===== src/sv/mwml_pkg.sv =====
// ----------------------------------------------------------------------------
// mwml_pkg
// shared widths, register codes and pipeline word types of the wheel mixer
// ----------------------------------------------------------------------------
package mwml_pkg;

  localparam int unsigned CmdW      = 15;
  localparam int unsigned WheelW    = CmdW + 2;      // exact sum of three commands
  localparam int unsigned MagW      = WheelW - 1;    // magnitude of a wheel sum
  localparam int unsigned LimitW    = 15;
  localparam int unsigned OutW      = 16;
  localparam int unsigned ProdW     = MagW + LimitW; // magnitude times limit
  localparam int unsigned QuotW     = LimitW;        // quotient never exceeds the limit
  localparam int unsigned Wheels    = 4;
  localparam int unsigned DivStages = QuotW;         // one quotient bit per stage
  localparam int unsigned PaddrW    = 3;
  localparam int unsigned PdataW    = 32;

  localparam logic [LimitW-1:0] LimitReset = '1;

  // register index, taken from paddr[2]
  typedef enum logic [0:0] {
    REG_SPEED_LIMIT = 1'b0
  } reg_idx_e;

  // word carried through the divider stages
  typedef struct packed {
    logic [Wheels-1:0][ProdW-1:0]  acc;     // partial remainder and quotient bits
    logic [Wheels-1:0][WheelW-1:0] wheel;   // unscaled wheel sums
    logic [MagW-1:0]               divisor; // largest wheel magnitude
    logic                          scaled;
  } div_t;

endpackage


===== src/sv/mwml_div_stage.sv =====
// ----------------------------------------------------------------------------
// mwml_div_stage
// one restoring division step for all four wheels, with its own handshake
// ----------------------------------------------------------------------------
module mwml_div_stage (
  input  logic          clk_i,
  input  logic          rst_ni,
  input  logic          in_valid_i,
  input  mwml_pkg::div_t in_word_i,
  output logic          in_ready_o,
  output logic          out_valid_o,
  output mwml_pkg::div_t out_word_o,
  input  logic          out_ready_i
);
  import mwml_pkg::*;

  logic                      valid_q;
  div_t                      word_q;
  div_t                      word_d;
  logic                      en;
  logic [Wheels-1:0][MagW:0] trial;

  assign en          = !valid_q || out_ready_i;
  assign in_ready_o  = en;
  assign out_valid_o = valid_q;
  assign out_word_o  = word_q;

  // shift in the next dividend bit, subtract the divisor where it fits
  always_comb begin
    word_d = in_word_i;
    for (int i = 0; i < Wheels; i++) begin
      trial[i] = in_word_i.acc[i][ProdW-1:QuotW-1];
      if (trial[i] >= {1'b0, in_word_i.divisor}) begin
        word_d.acc[i] = {MagW'(trial[i] - {1'b0, in_word_i.divisor}),
                         in_word_i.acc[i][QuotW-2:0], 1'b1};
      end else begin
        word_d.acc[i] = {trial[i][MagW-1:0], in_word_i.acc[i][QuotW-2:0], 1'b0};
      end
    end
  end

  always_ff @(posedge clk_i or negedge rst_ni) begin
    if (!rst_ni) begin
      valid_q <= 1'b0;
    end else if (en) begin
      valid_q <= in_valid_i;
    end
  end

  always_ff @(posedge clk_i) begin
    if (en && in_valid_i) begin
      word_q <= word_d;
    end
  end

endmodule


===== config.mk =====
export PLATFORM = sky130hd
export DESIGN_NAME = mwml_div_stage
export DESIGN_NICKNAME = d
export VERILOG_FILES = /design/src/sv/mwml_pkg.sv /design/src/sv/mwml_div_stage.sv
export SDC_FILE = /design/constraint.sdc
export NUM_CORES = 1
export LEC_CHECK = 0
export ABC_AREA = 1
export BUFFER_PORTS_ARGS = -buffer_cell sky130_fd_sc_hd__buf_4
export CORE_ASPECT_RATIO = 0.75
export CORE_MARGIN = 2
export CORE_UTILIZATION = 30
export DETAILED_ROUTE_END_ITERATION = 7
export PLACE_DENSITY = 0.51
export SLEW_MARGIN = 20
export SYNTH_ARGS = -nofsm -noshare
export SYNTH_HDL_FRONTEND = slang
export SYNTH_SLANG_ARGS = --single-unit

===== constraint.sdc =====
create_clock -name clk_i -period 34.4 [get_ports clk_i]
set_clock_uncertainty 0.1 [all_clocks]
set_input_delay 6.88 -clock clk_i [delete_from_list [all_inputs] [get_ports clk_i]]
set_output_delay 6.88 -clock clk_i [all_outputs]
set_load 0.1 [all_outputs]

# [Word-level counts from Yosys, hierarchy flattened]
# Index checks and enable logic that the tools add are counted.
[word_totals] out_inout_bits=211 word_cells=26 in_bits=213 reg_bits=210
[op_classes] n_mux=4 n_reduce_logical=3 add_sub_neg=4 order_cmp=4
[op_table] cell="31-bit 2-to-1 mux" count=4
[op_table] cell="17-bit by 16-bit >= comparator with 1-bit output" count=4
[op_table] cell="16-bit subtractor" count=4
[op_table] cell="1-bit logical AND" count=1
[op_table] cell="1-bit zero test" count=1
[op_table] cell="1-bit logical OR" count=1

# [Depth between registers and ports, before layout]
[logic_depth] depth_word=3 mapped_depth=14

# [Least setup slack after synthesis]
# OpenSTA, ideal clock, no wires.
[synth_path] kind="input to register" start="in in_valid_i" end="reg word_q, in the netlist out_word_o[0] (enable)" path_buffers=0 slack_ns=16.502 path_stages=2 t_arrival_ns=16.953 cell_sequence="inv_1 a21oi_1"
[synth_between] elab_chain_cells=1
[synth_lines] element="start: declaration" line_no="mwml_div_stage.sv:8" source="input logic in_valid_i,"
[synth_lines] element="1-bit logical AND" line_no="mwml_div_stage.sv:51" source="if (en && in_valid_i) begin"
[synth_lines] element="end signal: assignment" line_no="mwml_div_stage.sv:52" source="word_q <= word_d;"
[synth_lines] element="end: declaration" line_no="mwml_div_stage.sv:18" source="div_t word_q;"
# Every way passes these cells.
# A chain may end at the register's enable or synchronous reset.

# [Worst setup path after layout]
[layout_path] start="in out_ready_i" end="out in_ready_o"
[layout_between] elab_chain_cells=1
[layout_lines] element="start: declaration" line_no="mwml_div_stage.sv:13" source="input logic out_ready_i"
[layout_lines] element="1-bit logical OR" line_no="mwml_div_stage.sv:23" source="assign en = !valid_q || out_ready_i;"
[layout_lines] element="end: declaration" line_no="mwml_div_stage.sv:10" source="output logic in_ready_o,"
# Every way passes these cells.

==> impl_metrics.csv <==
group,metric,value,unit
clock_network,cts_setup_buffers,0,
synth,synth_cells,1265,
finish,fill_cells,3798,
synth,synth_warnings,0,
clock_network,hold_buffers,0,
clock_network,cts.sink_count,210,
synth,yosys.area_share.adder,0.0765,
clock_network,htreeDepth,1,
pwr,finalPower,859,µW
sta,setup_violations,0,
sta,final.setup.tns,0,ps
synth,async_reset_ff_frac,0.00476,
sta,post-route-min-period,14400,ps
sta,slew_viol_final,0,
clock_network,path_clk_slew,60,ps
clock_network,cts_root_buf,"clkbuf_16",
pwr,irDropWorstVdd,31.7,µV
clock_network,cts.path.max_buffers,3,
synth,yosysMostFrequentCell,"nand2_1",
setup_path,worst-path-max-fanout,2,
synth,synth.top_cell.area_share,0.545,
run_status,status,"completed",
setup_path,arrival,7420,ps
synth,synth_enable_flop_cells,209,
finish,antennaDiodeCount,0,
synth,synth_compound_area_frac,0.0214,
synth,synth_xor_area_frac,0.0183,
detailed_routing,drc,0,
floorplan,fp-row-count,62,
synth,synth_top_family_by_area,"simple AND/OR/NAND/NOR gates",
clock_network,cts_made_buffers,24,
synth,synth.yosys.seq_area_share,0.548,
global_routing,grtUsageTotal,0.181,
floorplan,dieArea,40000,µm²
floorplan,start_util,0.303,
setup_path,crit_chain,"buf_4 > inv_1 > nand2_1 > buf_4",
sta,rsz0062_at_grt,"no",
place,place_ws,20010,ps
detailed_routing,firstDrtPassIters,5,
detailed_routing,ant_nets,0,
job,maxCapViolations,0,
finish,areaGrowthSynthToFinish,39.7,%
global_routing,overflow,0,
detailed_routing,dr_total_vias,9794,
setup_path,required,27420,ps
clock_network,insertion_delay,520,ps
pwr,power_density,53.4,nW/µm²
setup_path,slowest_stage,"buf_4",
place,io_buffers,423,
clock_network,cts_resized,0,
synth,yosys-top-cells-count,"nand2_1, edfxtp_1, inv_1",
setup_path,crit_buf_inv,3,
sta,setup_ws,20000,ps
global_routing,first_global_vias,9205,
finish,nNetsFinal,1985,
synth,synth_area_leaders,"edfxtp_1, nand2_1, ha_1",
place,hpwl,29200,µm
synth,syn-mean-instance-area,9.10,µm²
global_routing,grt_first_pass_wirelength,55100,µm
setup_path,critPathKind,"primary input to output pin",
clock_network,cts_tree,"yes",
detailed_routing,drt-initial-drc-count,552,
synth,muxShareOfSynthArea,0,
synth,synth_top_area_cell,"edfxtp_1",
synth,synthFlopType,"edfxtp_1",
synth,synth-simple-area-share,0.257,
floorplan,io_pins,424,
sta,worst_slew_pin_slew,889,ps
detailed_routing,wirelength,37800,µm
synth,synthDistinctLibCells,33,
floorplan,core,38000,µm²
setup_path,endpoint_kind,"output pin",
setup_path,path_delay_family,"buffers and inverters",
detailed_routing,wl_per_cell,16.9,µm
synth,ys_ff_latch,210,
floorplan,die_h,174,µm
sta,fmax,69.4,MHz
pwr,leakage,0.00800,µW
global_routing,antenna_found_initial,0,
sta,period_share,0.419,
sta,hold_violations,0,
detailed_routing,drt-vias-per-instance,4.38,
synth,synthesis.nets,1546,
synth,syn_area,11500,µm²
setup_path,cp-start-kind,"primary input",
finish,drive_gt1_frac,0.284,
global_routing,grt_max_degree,144,
sta,slew_headroom,0.407,
hold_path,min_path_type,"register to register",
setup_path,cp_common_cell,"buf_4",
floorplan,dieWidth,230,µm
setup_path,critical_path.max_stage_delay,240,ps
setup_path,r2r_setup_slack,31630,ps
place,place_congestion,0.885,
-- kinds of logic after synthesis --
kind of cell / after synthesis
AND/OR/NAND/NOR: 700
buffers and inverters: 218
flip-flops: 210
adder cells (fa/ha/maj): 68
AO/OA/AOI/OAI: 45
XOR/XNOR: 24
-- cell usage in the layout, fill, tap and decap left out, drive strengths merged --
cell type	n
clkinv	6
and2	4
clkbuf	33
inv	205
xnor2	5
buf	426
nor4	1
a21boi	1
nand3b	9
o21ai	4
o21bai	4
edfxtp	209
o21a	2
xor2	19
nand3	92
nand4	17
or2	3
nor3	12
and3	1
dfrtp	1
nand2	501
fa	4
a21oi	34
nor2	60
ha	64
bufinv	5
-- per-stage QoR --
stage	hold slack [ps]	instance area [µm²]	std cells	utilization
after global routing	588	16100	2234	0.423
after detailed placement	542	15200	2190	0.401
after floorplan	1610	11500	1265	-
after CTS	560	16100	2234	0.423
final	572	16100	2234	0.423
after global placement	545	15200	2190	0.401
-- power by group --
part           internal [µW]  leakage [µW]  switching (µW)
sequential               306       0.00200            4.99
clock                    171      0.000409             105
combinational           67.8       0.00559             205
-- path summary, 6_finish.rpt --
path	startpoint	cells after the start	end
worst min register to register	out_valid_o	2	out_valid_o
worst max register to register	out_valid_o	3	out_word_o[60]
worst max-delay path	out_ready_i	4	in_ready_o
worst min-delay path	out_valid_o	2	out_valid_o
max in group asynchronous	rst_ni	1	out_valid_o
min in group asynchronous	rst_ni	1	out_valid_o
-- state kept, by name (all words and copies together), names as in the netlist --
register	count
out_word_o	209
out_valid_o	1
-- cell type report --
type | count | area, µm² | area share
flip-flops and latches | 210 | 6300 | 0.392
well taps | 512 | 641 | 0.0398
clock inverters | 11 | 191 | 0.0119
inverters | 205 | 769 | 0.0479
repair buffers | 426 | 3210 | 0.200
multi-input cells | 837 | 4310 | 0.268
clock buffers | 33 | 654 | 0.0407
-- metal layers --
| layer | GRT usage | wire length, µm |
|---|---|---|
| met1 | 0.248 | 17300 |
| met2 | 0.298 | 17700 |
| met3 | 0.0377 | 2220 |
| met4 | 0.0336 | 612 |
| met5 | 0 | 0 |
-- tightest hold or removal path, stage by stage, from the launching register on --
cell and delay (ps):
dfrtp_1 430, nand2_1 100, nand2_1 100
Note: power is estimated with default switching activity, not from simulation.
